File: config.mk
export PLATFORM = sky130hd
export DESIGN_NAME = xorshift32_random_draw_top_flat
export DESIGN_NICKNAME = d
export VERILOG_FILES = /design/src/hdl/xrd_pkg.sv /design/src/hdl/xrd_if.sv /design/src/hdl/xrd_div.sv /design/src/hdl/xorshift32_random_draw_top.sv /design/src/flat_wrapper.sv
export SDC_FILE = /design/constraint.sdc
export NUM_CORES = 1
export LEC_CHECK = 0
export ABC_AREA = 1
export ABC_CLOCK_PERIOD_IN_PS = 6700
export BUFFER_PORTS_ARGS = -buffer_cell sky130_fd_sc_hd__buf_2
export CELL_PAD_IN_SITES_DETAIL_PLACEMENT = 2
export CELL_PAD_IN_SITES_GLOBAL_PLACEMENT = 2
export CORE_MARGIN = 5
export CORE_UTILIZATION = 39
export DETAILED_ROUTE_END_ITERATION = 6
export GPL_ROUTABILITY_DRIVEN = 0
export MAX_ROUTING_LAYER = met4
export PLACE_DENSITY = 0.85
export SLEW_MARGIN = 20
export SYNTH_ARGS = -nofsm -noshare
export SYNTH_HDL_FRONTEND = slang
export SYNTH_HIERARCHICAL = 1
export SYNTH_SLANG_ARGS = --single-unit
File: constraint.sdc
create_clock -name clk -period 6.7 [get_ports clk]
set_input_delay 0.335 -clock clk [delete_from_list [all_inputs] [get_ports clk]]
set_output_delay 0.335 -clock clk [all_outputs]
set_load 0.02 [all_outputs]
File: src/hdl/xrd_pkg.sv
// ----------------------------------------------------------------------------
// xrd_pkg
// Shared types, constants and the xorshift step for the random draw block.
// ----------------------------------------------------------------------------
package xrd_pkg;

    localparam logic [31:0] DEFAULT_SEED = 32'h9E37_79B9;
    localparam int          SHIFT_A      = 13;
    localparam int          SHIFT_B      = 17;
    localparam int          SHIFT_C      = 5;

    localparam int WORD_W  = 32;
    localparam int LIMIT_W = 16;
    localparam int CNT_W   = $clog2(WORD_W);

    // Request codes for func
    localparam logic FUNC_RAW    = 1'b0;
    localparam logic FUNC_RANGED = 1'b1;

    typedef enum logic [1:0] {
        ST_IDLE,
        ST_DIVIDE,
        ST_DONE
    } state_t;

    typedef struct packed {
        logic               start;
        logic [WORD_W-1:0]  dividend;
        logic [LIMIT_W-1:0] divisor;
    } div_req_t;

    typedef struct packed {
        logic               done;
        logic [LIMIT_W-1:0] remainder;
    } div_rsp_t;

    function automatic logic [WORD_W-1:0] xorshift(input logic [WORD_W-1:0] x);
        logic [WORD_W-1:0] t;
        t = x ^ (x << SHIFT_A);
        t = t ^ (t >> SHIFT_B);
        t = t ^ (t << SHIFT_C);
        return t;
    endfunction

endpackage

File: src/hdl/xrd_if.sv
// ----------------------------------------------------------------------------
// xrd_if
// Valid/ready channels for draw requests and draw results.
// ----------------------------------------------------------------------------
interface xrd_req_if;
    logic        valid;
    logic        ready;
    logic        func;
    logic [15:0] range_limit;

    modport source (output valid, output func, output range_limit, input ready);
    modport sink   (input valid, input func, input range_limit, output ready);
endinterface

interface xrd_rsp_if;
    logic        valid;
    logic        ready;
    logic [31:0] value;

    modport source (output valid, output value, input ready);
    modport sink   (input valid, input value, output ready);
endinterface

File: src/hdl/xrd_div.sv
// ----------------------------------------------------------------------------
// xrd_div
// Radix-2 restoring remainder unit: 32-bit dividend by 16-bit divisor,
// one quotient bit per cycle.
// ----------------------------------------------------------------------------
module xrd_div
(
    input  logic              clk,
    input  logic              rst_n,
    input  xrd_pkg::div_req_t ctl,
    output xrd_pkg::div_rsp_t sts
);
    import xrd_pkg::*;

    logic                busy_reg,  busy_next;
    logic                done_reg,  done_next;
    logic [CNT_W-1:0]    count_reg, count_next;
    logic [WORD_W-1:0]   dvd_reg,   dvd_next;
    logic [LIMIT_W-1:0]  dsr_reg,   dsr_next;
    logic [LIMIT_W-1:0]  rem_reg,   rem_next;
    logic [LIMIT_W:0]    trial;
    logic [LIMIT_W:0]    diff;

    assign trial = {rem_reg, dvd_reg[WORD_W-1]};
    assign diff  = trial - {1'b0, dsr_reg};

    always_comb
    begin
        busy_next  = busy_reg;
        done_next  = 1'b0;
        count_next = count_reg;
        dvd_next   = dvd_reg;
        dsr_next   = dsr_reg;
        rem_next   = rem_reg;
        if (ctl.start && !busy_reg)
        begin
            busy_next  = 1'b1;
            count_next = '0;
            dvd_next   = ctl.dividend;
            dsr_next   = ctl.divisor;
            rem_next   = '0;
        end
        else if (busy_reg)
        begin
            // keep the partial remainder below the divisor
            if (trial >= {1'b0, dsr_reg})
                rem_next = diff[LIMIT_W-1:0];
            else
                rem_next = trial[LIMIT_W-1:0];
            dvd_next   = {dvd_reg[WORD_W-2:0], 1'b0};
            count_next = count_reg + 1'b1;
            if (count_reg == CNT_W'(WORD_W - 1))
            begin
                busy_next = 1'b0;
                done_next = 1'b1;
            end
        end
    end

    always_ff @(posedge clk or negedge rst_n)
    begin
        if (!rst_n)
        begin
            busy_reg  <= 1'b0;
            done_reg  <= 1'b0;
            count_reg <= '0;
        end
        else
        begin
            busy_reg  <= busy_next;
            done_reg  <= done_next;
            count_reg <= count_next;
        end
    end

    always_ff @(posedge clk)
    begin
        dvd_reg <= dvd_next;
        dsr_reg <= dsr_next;
        rem_reg <= rem_next;
    end

    assign sts.done      = done_reg;
    assign sts.remainder = rem_reg;

    a_done_not_busy: assert property (@(posedge clk) disable iff (!rst_n)
        done_reg |-> !busy_reg)
        else $error("remainder unit flags done while still busy");

    a_rem_below_divisor: assert property (@(posedge clk) disable iff (!rst_n)
        (done_reg && dsr_reg != '0) |-> (rem_reg < dsr_reg))
        else $error("remainder not below divisor");

    a_done_after_run: assert property (@(posedge clk) disable iff (!rst_n)
        $rose(done_reg) |-> $past(busy_reg))
        else $error("done raised without a run");

endmodule

File: src/hdl/xorshift32_random_draw_top.sv
// ----------------------------------------------------------------------------
// xorshift32_random_draw_top
// Xorshift32 generator (13/17/5) with raw and ranged draws.
// ----------------------------------------------------------------------------
// Usage:
//   seed_we/seed_wdata load the generator state; a zero seed loads
//   0x9E3779B9. Write only while no request is in flight.
//   req carries func (0 raw, 1 ranged) and range_limit. rsp returns one
//   value per request, in order.
//   A raw draw, or a ranged draw with limit zero, goes from the idle state
//   to the done state; a ranged draw first passes through the divide state,
//   where the one-bit-per-cycle remainder unit runs over the 32-bit dividend.
//   req.ready is high only while the sequencer is idle, so a new request
//   is taken only after the last result has left the sequencer.
//   The result sits in an output register; the next request is taken while
//   it waits, and a finished result holds in the sequencer until the output
//   register frees up.
//   Reset: state becomes 0x9E3779B9, no result pending, sequencer idle.
// ----------------------------------------------------------------------------
module xorshift32_random_draw_top
(
    input  logic        clk,
    input  logic        rst_n,
    input  logic        seed_we,
    input  logic [31:0] seed_wdata,
    xrd_req_if.sink     req,
    xrd_rsp_if.source   rsp
);
    import xrd_pkg::*;

    state_t              state_reg,     state_next;
    logic [WORD_W-1:0]   gen_reg,       gen_next;
    logic [WORD_W-1:0]   result_reg,    result_next;
    logic [LIMIT_W-1:0]  limit_reg,     limit_next;
    logic                out_valid_reg, out_valid_next;
    logic [WORD_W-1:0]   out_value_reg, out_value_next;
    logic [WORD_W-1:0]   drawn;
    logic                req_fire;
    div_req_t            div_ctl;
    div_rsp_t            div_sts;

    xrd_div u_div
    (
        .clk   (clk),
        .rst_n (rst_n),
        .ctl   (div_ctl),
        .sts   (div_sts)
    );

    assign drawn     = xorshift(gen_reg);
    assign req.ready = (state_reg == ST_IDLE);
    assign req_fire  = req.valid && req.ready;

    always_comb
    begin
        state_next       = state_reg;
        gen_next         = gen_reg;
        result_next      = result_reg;
        limit_next       = limit_reg;
        out_valid_next   = out_valid_reg;
        out_value_next   = out_value_reg;
        div_ctl.start    = 1'b0;
        div_ctl.dividend = drawn;
        div_ctl.divisor  = req.range_limit;

        if (rsp.valid && rsp.ready)
            out_valid_next = 1'b0;

        unique case (state_reg)
            ST_IDLE:
            begin
                if (seed_we)
                    gen_next = (seed_wdata == '0) ? DEFAULT_SEED : seed_wdata;
                if (req_fire)
                begin
                    limit_next = req.range_limit;
                    if (req.func == FUNC_RAW)
                    begin
                        gen_next    = drawn;
                        result_next = drawn;
                        state_next  = ST_DONE;
                    end
                    else if (req.range_limit == '0)
                    begin
                        // zero limit: result 0, state untouched
                        result_next = '0;
                        state_next  = ST_DONE;
                    end
                    else
                    begin
                        gen_next      = drawn;
                        div_ctl.start = 1'b1;
                        state_next    = ST_DIVIDE;
                    end
                end
            end
            ST_DIVIDE:
            begin
                if (div_sts.done)
                begin
                    result_next = {{(WORD_W-LIMIT_W){1'b0}}, div_sts.remainder};
                    state_next  = ST_DONE;
                end
            end
            ST_DONE:
            begin
                // hold until the output register is free
                if (!out_valid_reg || rsp.ready)
                begin
                    out_valid_next = 1'b1;
                    out_value_next = result_reg;
                    state_next     = ST_IDLE;
                end
            end
            default:
            begin
                state_next = ST_IDLE;
            end
        endcase
    end

    always_ff @(posedge clk or negedge rst_n)
    begin
        if (!rst_n)
        begin
            state_reg     <= ST_IDLE;
            gen_reg       <= DEFAULT_SEED;
            out_valid_reg <= 1'b0;
        end
        else
        begin
            state_reg     <= state_next;
            gen_reg       <= gen_next;
            out_valid_reg <= out_valid_next;
        end
    end

    always_ff @(posedge clk)
    begin
        result_reg    <= result_next;
        limit_reg     <= limit_next;
        out_value_reg <= out_value_next;
    end

    assign rsp.valid = out_valid_reg;
    assign rsp.value = out_value_reg;

    a_divide_nonzero: assert property (@(posedge clk) disable iff (!rst_n)
        (state_reg == ST_DIVIDE) |-> (limit_reg != '0))
        else $error("remainder run with zero limit");

    a_request_leaves_idle: assert property (@(posedge clk) disable iff (!rst_n)
        req_fire |=> (state_reg != ST_IDLE))
        else $error("accepted request did not start work");

    a_done_in_divide: assert property (@(posedge clk) disable iff (!rst_n)
        div_sts.done |-> (state_reg == ST_DIVIDE))
        else $error("remainder done outside divide state");

    a_ranged_upper_zero: assert property (@(posedge clk) disable iff (!rst_n)
        (state_reg == ST_DIVIDE && div_sts.done)
            |=> (result_reg[WORD_W-1:LIMIT_W] == '0))
        else $error("ranged result has upper bits set");

endmodule

File: src/flat_wrapper.sv
// flat-port wrapper written by rule: the top's interface ports become plain ports
module xorshift32_random_draw_top_flat import xrd_pkg::*;
  (clk, rst_n, seed_we, seed_wdata, req_valid, req_func, req_range_limit, req_ready, rsp_valid, rsp_value, rsp_ready);
  xrd_req_if req_i ();
  xrd_rsp_if rsp_i ();
  input  logic clk;
  input  logic rst_n;
  input  logic seed_we;
  input  logic [31:0] seed_wdata;
  input wire logic [$bits(req_i.valid)-1:0] req_valid;
  input wire logic [$bits(req_i.func)-1:0] req_func;
  input wire logic [$bits(req_i.range_limit)-1:0] req_range_limit;
  output wire logic [$bits(req_i.ready)-1:0] req_ready;
  output wire logic [$bits(rsp_i.valid)-1:0] rsp_valid;
  output wire logic [$bits(rsp_i.value)-1:0] rsp_value;
  input wire logic [$bits(rsp_i.ready)-1:0] rsp_ready;
  assign req_i.valid = req_valid;
  assign req_i.func = req_func;
  assign req_i.range_limit = req_range_limit;
  assign req_ready = req_i.ready;
  assign rsp_valid = rsp_i.valid;
  assign rsp_value = rsp_i.value;
  assign rsp_i.ready = rsp_ready;
  xorshift32_random_draw_top u_core (.clk(clk), .rst_n(rst_n), .seed_we(seed_we), .seed_wdata(seed_wdata), .req(req_i), .rsp(rsp_i));
endmodule
# Yosys cells after proc, flatten, opt, wreduce, memory -nomap -nowiden
# Index checks and enable logic that the tools add are counted.
# op_classes
add_sub_neg	2
mul	0
n_div	0
order_cmp	1
n_eq_ne	7
n_shift	0
n_mux	34
bitwise	3
n_reduce_logical	14
# ops
operator	n
32-bit two-way mux	11
32-bit one-hot mux with 2 select lines	1
32-bit bitwise XOR	2
32-bit zero test	1
32-bit by 15-bit bitwise XOR with 32-bit output	1
17-bit by 16-bit greater-or-equal comparator with 1-bit output	1
16-bit zero test	1
16-bit two-way mux	1
16-bit subtractor	1
1-bit two-way mux	13
2-bit two-way mux	5
5-bit two-way mux	2
2-bit one-hot mux with 3 select lines	1
5-bit by 1-bit adder with 5-bit output, second input constant	1
5-bit equality test, second input constant	1
2-bit != test, second input constant	2
4-bit AND reduction	1
2-bit nonzero test	2
1-bit logical AND	3
3-bit != test, second input constant	1
3-bit AND reduction	1
2-bit by 1-bit equality test with 1-bit output, second input constant	1
2-bit equality test, second input constant	1
1-bit zero test	2
4 further kinds	4
# word_totals
register_bits	170
latchBits	0
ram_bits	0
romBits	0
inputBits	54
output_inout_bits	34
wordCells	72
mem_count	0

# Logic depth before layout (Yosys ltp)
# Gate-level depths: netlist of the first run.
# logic_depth
ltp_word	7
depth_mapped	14
depth_no_buf	14

# Hierarchy
# The synthesis of the first run kept the hierarchy.
# by_module_without_submodules
mod	n_inst	cells_per_inst	area_per_inst_um2
xorshift32_random_draw_top	1	729	5645.4
xrd_div	1	504	4125.2

# Worst setup path after synthesis of the first run
# OpenSTA, ideal clock, no wires.
# synth_timing
path_type	register -> register
from	register u_core.state_reg[1]
to	register u_core.result_reg[0], enable pin
setup_ns	0.421
t_arrival_ns	2.258
required_time_ns	6.279
slack_ns	4.021
path_stages_with_launch	6
n_path_buf	0
synth_period_minus_slack_ns	2.679
cell_sequence	dfrtp_1 -> nor2_4 -> inv_4 -> nor2_1 -> nand3b_1 -> nor2_1
# synth_between
elab_chain_cells	4
elab_cells_between_ends	8
cone_classes	eq/ne (4); reduce/logical (4)
# synth_lines
item	line	text
start, declared	xorshift32_random_draw_top.sv:31	state_t state_reg, state_next;
start signal, assigned	xorshift32_random_draw_top.sv:132	state_reg <= state_next;
2-bit zero test	xorshift32_random_draw_top.sv:51, xorshift32_random_draw_top.sv:69	
1-bit logical AND	xorshift32_random_draw_top.sv:52	assign req_fire = req.valid && req.ready;
2-bit != test (no source line)	n/a	
4-bit AND reduction (no source line) (*)	n/a	
end signal, assigned	xorshift32_random_draw_top.sv:140	result_reg <= result_next;
end, declared	xorshift32_random_draw_top.sv:33	logic [WORD_W-1:0] result_reg, result_next;
# Mark *: on every way between the ends. The rest lies on a longest branch, timed or not.
# A chain may end at the register's enable or synchronous reset.

==> impl_metrics.ini, run 1 <==
[final_layout]
drive_gt1_share_pct = 15.57
nets = 1383
multi_input_area_sq_um = 4192
nFillCells = 2900
postLayoutCoreUtil_pct = 44.64
areaGrowthSynthToFinish_pct = 13.72
seq_area_sq_um = 4760
diodes = 0

[clock_network]
cts_tree = yes
clk_pin_slew_worst_paths_ps = 80
root_buffer = clkbuf_16
cts_sinks = 170
insertion_delay_ps = 460
cts_resized = 0
cts-htree-levels = 4
numCtsBuffers = 17
cts.path.max_buffers = 2
postCtsSetupRepairBufs = 0

[min_path]
min_path_type = primary input to flop

[sta]
final_max_slew_viol_count = 0
min_period_ps = 3302
setup_tns_ps = 0
fin_crit_sh_pct = 49.28
worst_pin_slew_ps = 1047
finalSetupViolCount = 0
max_freq_mhz = 302.9
hold_violations = 0
rsz0062_at_grt = no
relSlewSlack_pct = 30.20
skew_ps = 18.50

[drt]
ant_nets = 0
routed_wl_mm = 36.40
drt_pass1_iterations = 5
drt_iter0_drc = 565
drc = 0
viasPerCell = 5.306
wl_per_cell_um = 22.02
vias = 8770

[grt]
overflow = 0
grt_pass1_vias = 9479
grt_max_degree = 53
grt_use_total_pct = 26.80
antenna_found_initial = 0
grt_pass1_wl_mm = 56.06

[logic_synthesis]
yosysTopAreaCellShare_pct = 34.42
ys_types = 48
syn_area_per_cell_sq_um = 7.924
synth_cells = 1233
yosysSeqAreaShare_pct = 48.71
syn_area_sq_um = 9771
yosys.area.top_type = edfxtp_1
synthArstFlopShare_pct = 24.71
yosys_warnings = 6
yosys.cell_count.top_type = nand2_1
synth_ff_type = edfxtp_1
synth_edf_count = 112
ys_seq_elements = 170
syn-num-nets = 1306
ys_top_cells_by_area = edfxtp_1 34%, nand2_1 19%, inv_1 6.1%, dfrtp_1 5.6%, dfstp_2 5.4%
synthTopCellsByCount = 498 x nand2_1, 159 x inv_1, 112 x edfxtp_1

[critical_path]
criticalPathCategory = flop to flop
cpLargestDelayFamily = simple AND/OR/NAND/NOR gates
max_stage_delay_ps = 770
path_cells = nor2_4, nand3_1, nor2_1, inv_1, nor2_4, clkinv_1, nand2_1, nand2_1
path_max_fanout = 34
r2r_setup_slack_ps = 3400
cp_slowest_cell = clkinv_1
crit_buf_inv = 2
critical_path_arrival_ps = 3500
end_kind = flop
cp.required_ps = 6900
worst_setup_path_start_kind = flop

[placed_design]
place_hpwl_mm = 26.37
io_buffers = 87

[floorplan]
die_y_um = 168.3
die_w_um = 168.3
design.portCount = 88
die-area_sq_um = 28320
coreArea_sq_um = 24890
initial_core_util_pct = 39.25
rows = 58

[status]
status = finished, final reports clean

[power_and_ir_drop]
power_density_nw_per_um2 = 200.9
design_power_total_mw = 2.232
ir_worst_vdd_v = 0.0001806
total_leakage_power_nw = 5.354

[job]
cap_viol_max_count = 0
[layer usage]
| metal | part of all wire (%) | track usage, % | vias up |
|---|---|---|---|
| li1 | - | - | 4034 |
| met1 | 43 | 33.63 | 4432 |
| met2 | 49 | 44.13 | 239 |
| met3 | 5.1 | 4.649 | 65 |
| met4 | 2.8 | 8.963 | 0 |
| met5 | 0 | - | - |
[final cells by class]
type,instances,area share [%]
Sequential cell,170,42.84
Tap cell,330,3.716
Inverter,165,5.597
Clock buffer,17,3.829
Clock inverter,15,1.881
Timing Repair Buffer,94,4.414
Multi-Input combinational cell,862,37.73
[worst paths after layout]
kind	from	to	depth (start not counted)
min reg2reg	u_core/result_reg[22]$_SDFFCE_PP0P_	u_core/rsp.value[22]$_DFFE_PP_	0
min	req_range_limit[6]	u_core/u_div/dsr_reg[6]$_DFFE_PP_	1
max in group asynchronous	rst_n	u_core/u_div/busy_reg$_DFF_PN0_	3
min in group asynchronous	rst_n	u_core/gen_reg[29]$_DFFE_PN0P_	3
max	u_core/state_reg[1]$_DFFE_PN0P_	u_core/u_div/dvd_reg[20]$_DFFE_PP_	8
max reg2reg	u_core/state_reg[1]$_DFFE_PN0P_	u_core/u_div/dvd_reg[20]$_DFFE_PP_	8
[cells in the final DEF, fill, tap and decap left out, types with 9 or more instances in the layout]
master / n
dfrtp_1: 22
o21ai_0: 37
ha_1: 18
edfxtp_1: 112
buf_2: 87
nand4_1: 9
nor2_1: 88
xnor2_1: 15
nand2_2: 11
clkbuf_16: 17
nand2_1: 498
dfxtp_1: 16
nor2_4: 10
nand3_2: 11
a21oi_1: 30
nand3_1: 76
inv_1: 159
xor2_1: 9
dfstp_2: 20
[repair_timing]
item	CTS	global route
hold buffers	1	0
hold endpoints to repair	22	0
setup endpoints to repair	0	0
[kinds of logic (layout without fill, tap and decap cells)]
logic type               after synthesis  in the layout  share of synthesized area, %
AND/OR/NAND/NOR                      726            726                         31.90
buffers and inverters                201            291                         8.567
adder cells (fa/ha/maj)               19             19                         2.510
AO/OA/AOI/OAI                         88             88                         5.327
XOR/XNOR                              29             29                         2.984
flip-flops                           170            170                         48.71
[metrics by stage]
stage	setup WS, ps	hold WS, ps	cells	cell area (sq um)
6_report	3398	72.19	1653	11110
5_1_grt	3099	55.57	1653	11110
4_1_cts	3396	50.71	1653	11110
3_5_place_dp	3435	405.6	1620	10470
3_3_place_gp	3680	403.3	1620	10470
2_1_floorplan	4021	39.41	1233	9771
[power by group]
| part | total [mW] | internal (mW) | switching, mW | leakage [nW] |
|---|---|---|---|---|
| Combinational | 0.0671 | 0.0235 | 0.0436 | 3.56 |
| Clock | 1.06 | 0.518 | 0.539 | 0.303 |
| Sequential | 1.11 | 1.11 | 0.0000000000000000135 | 1.49 |
| Total | 2.23 | 1.65 | 0.583 | 5.35 |
Power figures use the tool's default switching activity.
==> inputs of run 2 (changes only) <==
--- a/config.mk
+++ b/config.mk
@@ -5,17 +5,17 @@
 export SDC_FILE = /design/constraint.sdc
 export NUM_CORES = 1
 export LEC_CHECK = 0
-export ABC_AREA = 1
-export ABC_CLOCK_PERIOD_IN_PS = 6700
+export ABC_AREA = 0
+export ABC_CLOCK_PERIOD_IN_PS = 3300
 export BUFFER_PORTS_ARGS = -buffer_cell sky130_fd_sc_hd__buf_2
 export CELL_PAD_IN_SITES_DETAIL_PLACEMENT = 2
 export CELL_PAD_IN_SITES_GLOBAL_PLACEMENT = 2
 export CORE_MARGIN = 5
-export CORE_UTILIZATION = 39
+export CORE_UTILIZATION = 41
 export DETAILED_ROUTE_END_ITERATION = 6
 export GPL_ROUTABILITY_DRIVEN = 0
 export MAX_ROUTING_LAYER = met4
-export PLACE_DENSITY = 0.85
+export PLACE_DENSITY = 0.8
 export SLEW_MARGIN = 20
 export SYNTH_ARGS = -nofsm -noshare
 export SYNTH_HDL_FRONTEND = slang
==> constraint.sdc (replaced) <==
create_clock -name clk -period 3.3 [get_ports clk]
set_input_delay 0.165 -clock clk [delete_from_list [all_inputs] [get_ports clk]]
set_output_delay 0.165 -clock clk [all_outputs]
set_load 0.02 [all_outputs]
==> run 2 against run 1 <==
  * Global-route usage shrank 2.5 points
  * Highest routed layer unchanged
  * Die area shrank 14%
  * Core utilization grew 4.0 points
  * Critical path depth is the same
  * Synthesized area shrank 10%
  * Largest cell class unchanged
  * Synthesized cell count shrank 42%
  * Critical path type unchanged
==> impl_metrics.ini, run 2 <==
[status]
status = finished, final reports clean

[critical_path]
cp_slowest_cell = a311oi_4
max_stage_delay_ps = 700
end_kind = flop
reg2reg_depth = 8
path_cells = inv_1, ha_1, nand2_1, nor3_1, a21oi_1, a311oi_4, or2_1, o211ai_1
criticalPathCategory = flop to flop
r2r_start = u_core/u_div/dsr_reg[11]$_DFFE_PP_
crit_buf_inv = 1
path_max_fanout = 14
critical_path_arrival_ps = 3360
r2r_setup_slack_ps = 230
cpLargestDelayFamily = compound AO/OA/AOI/OAI gates
cp-startpoint = u_core/u_div/dsr_reg[11]$_DFFE_PP_
regToRegEndpoint = u_core/u_div/rem_reg[10]$_SDFFE_PP0P_
worst_setup_path_start_kind = flop
cp.required_ps = 3590

[min_path]
min-delay-start = rsp_ready
hold_path_end = u_core/rsp.valid$_DFF_PN0_
hold_depth = 3
min_path_type = primary input to flop

[grt]
overflow = 0
antenna_found_initial = 1
grt_pass1_wl_mm = 43.61
grt_max_degree = 46
grt_pass1_vias = 7045
grt_use_total_pct = 24.32

[floorplan]
die-area_sq_um = 24350
design.portCount = 88
die_w_um = 156.1
initial_core_util_pct = 41.60
rows = 53
die_y_um = 156.1
coreArea_sq_um = 21020

[sta]
fin_crit_sh_pct = 92.98
max_freq_mhz = 325.9
rsz0062_at_grt = no
finalSetupViolCount = 0
hold_violations = 0
worst_pin_slew_ps = 1006
setup_tns_ps = 0
layout_setup_ws_ps = 231.6
min_period_ps = 3068
final_max_slew_viol_count = 0
skew_ps = 20.33
relSlewSlack_pct = 32.78

[logic_synthesis]
synth_ff_type = edfxtp_1
ys_top_cells_by_area = edfxtp_1 38%, dfrtp_1 6.3%, dfstp_2 6.0%, mux2_2 4.1%, xnor2_2 3.7%
syn_area_per_cell_sq_um = 12.13
yosys.cell_count.top_type = edfxtp_1
yosys_warnings = 6
yosysTopAreaCellShare_pct = 38.45
ys_seq_elements = 170
yosysSeqAreaShare_pct = 54.42
ys_types = 73
syn-num-nets = 794
synth_edf_count = 112
yosys.area.top_type = edfxtp_1
synthTopCellsByCount = 112 x edfxtp_1, 49 x nand2_1, 41 x a21oi_1
synth_cells = 721
synthArstFlopShare_pct = 24.71
syn_area_sq_um = 8746

[drt]
drt_pass1_iterations = 7
wl_per_cell_um = 25.59
ant_nets = 0
vias = 6408
viasPerCell = 5.799
routed_wl_mm = 28.28
drc = 0
drt_iter0_drc = 499

[placed_design]
place_hpwl_mm = 20.13
pre_cts_slack_ps = 365.2
io_buffers = 87

[final_layout]
postLayoutCoreUtil_pct = 48.60
final_cell_mix = 112 x edfxtp_1, 86 x buf_2, 49 x nand2_1
nFillCells = 2082
nets = 889
drive_gt1_share_pct = 28.23
layout_commonest_cell = edfxtp_1
areaGrowthSynthToFinish_pct = 16.82

[clock_network]
insertion_delay_ps = 440
cts_sinks = 170
clk_pin_slew_worst_paths_ps = 70
cts.path.max_buffers = 2
root_buffer = clkbuf_16
cts-htree-levels = 4
numCtsBuffers = 17
cts_tree = yes

[power_and_ir_drop]
total_leakage_power_nw = 3.961
power_density_nw_per_um2 = 1240
design_power_total_mw = 12.67
ir_worst_vdd_v = 0.0007002

[job]
cap_viol_max_count = 0
## run 2: timing repair
action                                 CTS  global route
endpoints found under the hold margin   38             0
setup buffers                            0             0
hold buffers                            17             0
resized for setup                        0             0
## run 2: layout make-up
type                       instances  area, sq um  area share, %
antenna                            1        2.502        0.02449
clock inverter                    15        172.7          1.690
sequential                       170         4760          46.58
tap                              275        344.1          3.368
inverter                          23        86.33         0.8450
clock buffer                      17        425.4          4.164
timing repair buffer             118        713.2          6.980
multi-input combinational        486         3714          36.35
## run 2: worst max path at each step
stage,to,slack (ps),cells past startpoint
6_report,u_core/u_div/rem_reg[10]$_SDFFE_PP0P_,230,8
3_5_place_dp,u_core/u_div/rem_reg[3]$_SDFFE_PP0P_,370,7
4_1_cts,u_core/u_div/rem_reg[10]$_SDFFE_PP0P_,280,7
3_3_place_gp,u_core/u_div/rem_reg[8]$_SDFFE_PP0P_,670,7
5_1_grt,u_core/u_div/rem_reg[10]$_SDFFE_PP0P_,100,8
2_1_floorplan,u_core/u_div/dvd_reg[23]$_DFFE_PP_,540,9
## run 2: where the power goes
| part | leakage [nW] | total (mW) | internal, mW | switching [mW] |
|---|---|---|---|---|
| Sequential | 1.70 | 3.94 | 3.27 | 0.669 |
| Combinational | 1.97 | 6.67 | 2.44 | 4.23 |
| Clock | 0.296 | 2.06 | 1.09 | 0.972 |
## run 2: per-layer routing
layer	global-route usage [%]	vias to the layer above	routed length (um)
li1	-	2877	-
met5	-	-	0
met3	3.356	31	1133
met2	40.59	174	14400
met1	31.55	3326	12280
met4	5.877	0	469
## run 2: logic make-up after synthesis
logic type / Yosys count / share of synthesized area [%]
mux: 32 / 4.120
flops: 170 / 54.42
simple gates: 167 / 9.528
buf+inv: 65 / 3.262
compound gates: 193 / 15.91
fa+ha+maj: 19 / 2.804
xor+xnor: 75 / 9.957
## run 2: worst register-to-register path, cell delays in order (launching register included)
cell,delay (ps)
edfxtp_1,370
inv_1,60
ha_1,530
nand2_1,190
nor3_1,280
a21oi_1,110
a311oi_4,700
or2_1,500
o211ai_1,190
## run 2: stage by stage
| step | hold WS, ps | std cells | area (sq um) |
|---|---|---|---|
| 3_3_place_gp | 357.0 | 1055 | 9444 |
| 3_5_place_dp | 359.8 | 1055 | 9444 |
| 4_1_cts | 23.41 | 1104 | 10210 |
| 6_report | 27.55 | 1105 | 10220 |
| 5_1_grt | 28.40 | 1105 | 10220 |
| 2_1_floorplan | -130.6 | 721 | 8746 |
==> inputs of run 3 (changes only) <==
--- a/config.mk
+++ b/config.mk
@@ -14,6 +14,7 @@
 export CORE_UTILIZATION = 41
 export DETAILED_ROUTE_END_ITERATION = 6
 export GPL_ROUTABILITY_DRIVEN = 0
+export GPL_TIMING_DRIVEN = 0
 export MAX_ROUTING_LAYER = met4
 export PLACE_DENSITY = 0.8
 export SLEW_MARGIN = 20
==> run 3 against run 2 <==
  * Clock skew fell by 10 ps
  * Sequential share of layout area down 0.64 points
  * Final cell count grew 2.7%
  * Via count is 4.2% higher
  * Global-route usage is 1.6 points higher
  * Cell area increased by 1.4%
  * Worst setup slack got worse by 25 ps
  * Maximum frequency shrank 0.82%
  * Sequential cell count did not move
  * Clock power hardly changed
  * Total power increased by 2.1%
  * Critical path type unchanged
  * Highest routed layer unchanged
==> impl_metrics.ini, run 3 (same netlist as run 2, synthesis figures left out) <==
[power_and_ir_drop]
internal_power_mw = 6.838
total_leakage_power_nw = 4.011
switching_share_pct = 47.15
power_frac_comb_pct = 53.3
clkPwrFrac_pct = 16.0
ir_worst_vdd_v = 0.0006168
switchingPower_mw = 6.099
power_density_nw_per_um2 = 1249
p_seq_share_pct = 30.7

[sta]
finalSetupViolCount = 0
final_max_slew_viol_count = 0
relSlewSlack_pct = 49.32
worst_pin_slew_ps = 759.0
setup_tns_ps = 0
fin_crit_sh_pct = 93.75
skew_ps = 10.22
hold_violations = 0
layout_setup_ws_ps = 206.3
min_period_ps = 3094
hold_ws_ps = 29.09
max_freq_mhz = 323.2
rsz0062_at_grt = no

[final_layout]
layout_commonest_cell = edfxtp_1
stdcell_area_sq_um = 10360
drive_gt1_share_pct = 27.71
areaGrowthSynthToFinish_pct = 18.44
nets = 919
final_cell_mix = 112 x edfxtp_1, 94 x buf_2, 49 x nand2_1

[min_path]
min_path_type = primary input to flop

[floorplan]
design.portCount = 88
coreArea_sq_um = 21020
initial_core_util_pct = 41.60
die_w_um = 156.1
die_y_um = 156.1
die-area_sq_um = 24350
rows = 53

[critical_path]
cpLargestDelayFamily = compound AO/OA/AOI/OAI gates
cpMostUsedCell = inv_1
crit_buf_inv = 2
regToRegEndpoint = u_core/u_div/rem_reg[12]$_SDFFE_PP0P_
r2r_setup_slack_ps = 210
r2r_start = u_core/u_div/dvd_reg[31]$_DFFE_PP_
worst_setup_path_start_kind = flop
cp-startpoint = u_core/u_div/dvd_reg[31]$_DFFE_PP_
cp-endpoint = u_core/u_div/rem_reg[12]$_SDFFE_PP0P_
path_cells = inv_1, ha_1, inv_1, fa_1, a21o_1, a221oi_1, nor3_1, a2111oi_2, xor2_1, o21ai_0
reg2reg_depth = 10
path_max_fanout = 3
critical_path_arrival_ps = 3390
cp.required_ps = 3600
cp_slowest_cell = a221oi_1
criticalPathCategory = flop to flop
cp.depth = 10
end_kind = flop
max_stage_delay_ps = 540

[grt]
grt_max_degree = 43
grt_pass1_vias = 7345
antenna_found_initial = 2
grt_pass1_wl_mm = 45.89
grt_use_total_pct = 25.95
overflow = 0

[clock_network]
cts.path.max_buffers = 2
insertion_delay_ps = 440
cts-htree-levels = 4
numCtsBuffers = 17
clk_pin_slew_worst_paths_ps = 80
cts_sinks = 170
cts_tree = yes
root_buffer = clkbuf_16

[placed_design]
post_dp_cell_area_sq_um = 9582
io_buffers = 87
pre_cts_slack_ps = -323.3
place_hpwl_mm = 21.39

[drt]
drc = 0
ant_nets = 0
wl_per_cell_um = 26.85
drt_pass1_iterations = 5
vias = 6678
viasPerCell = 5.884
drt_iter0_drc = 500
routed_wl_mm = 30.48

[status]
status = finished, final reports clean

[job]
cap_viol_max_count = 0
## run 3: through the flow
step	std cells	utilization [%]	power (mW)
after CTS	1134	49.24	12.76
after floorplan	721	-	8.099
after global placement	1083	45.31	9.953
after global routing	1135	49.28	13.45
after detailed placement	1085	45.58	10.49
final	1135	49.28	12.94
## run 3: area by class of cell
type / instances / area (sq um)
inverter: 23 / 86.33
clock inverter: 15 / 173.9
sequential: 170 / 4760
fill: 2047 / 10660
buffer: 42 / 202.7
timing repair buffer: 106 / 648.1
clock buffer: 17 / 425.4
antenna: 1 / 2.502
multi-input combinational: 486 / 3716
tap: 275 / 344.1
## run 3: metal layers
metal / GRT usage (%) / vias to the layer above / part of all wire (%) / wire [um]
met5: - / - / 0 / 0
met4: 8.378 / 0 / 2.6 / 785
met3: 4.827 / 55 / 6.0 / 1824
met2: 42.35 / 253 / 49 / 14940
met1: 32.78 / 3432 / 42 / 12930
li1: - / 2938 / - / -
## run 3: power by group through the flow
stage	registers, mW	logic [mW]	clock network (mW)
finish	3.97	6.90	2.07
global route	4.04	7.20	2.21
detailed placement	3.98	6.50	0
CTS	3.96	6.70	2.11
global placement	3.90	6.05	0
floorplan	3.76	4.34	0
## run 3: worst min-delay path by stage
stage,to,slack [ps],start,depth (start not counted)
4_1_cts,u_core/gen_reg[22]$_DFFE_PN0P_,20,seed_wdata[22],3
6_report,u_core/gen_reg[22]$_DFFE_PN0P_,30,seed_wdata[22],3
3_3_place_gp,u_core/u_div/dsr_reg[6]$_DFFE_PP_,360,req_range_limit[6],1
3_5_place_dp,u_core/u_div/dsr_reg[5]$_DFFE_PP_,360,req_range_limit[5],1
5_1_grt,u_core/gen_reg[31]$_DFFE_PN1P_,40,seed_wdata[31],3
2_1_floorplan,u_core/gen_reg[10]$_DFFE_PN0P_,-130,rst_n,0
## run 3: timing repair
item,4_1_cts,5_1_grt
hold endpoints to repair,38,0
setup buffers,0,0
resized for setup,0,2
endpoints found under the setup margin,0,8
hold buffers,17,0
## run 3: worst reg2reg max path, cell delays in order, from the launching register on
cell	delay, ps
edfxtp_1	460
inv_1	100
ha_1	170
inv_1	50
fa_1	410
a21o_1	240
a221oi_1	540
nor3_1	210
a2111oi_2	370
xor2_1	260
o21ai_0	140
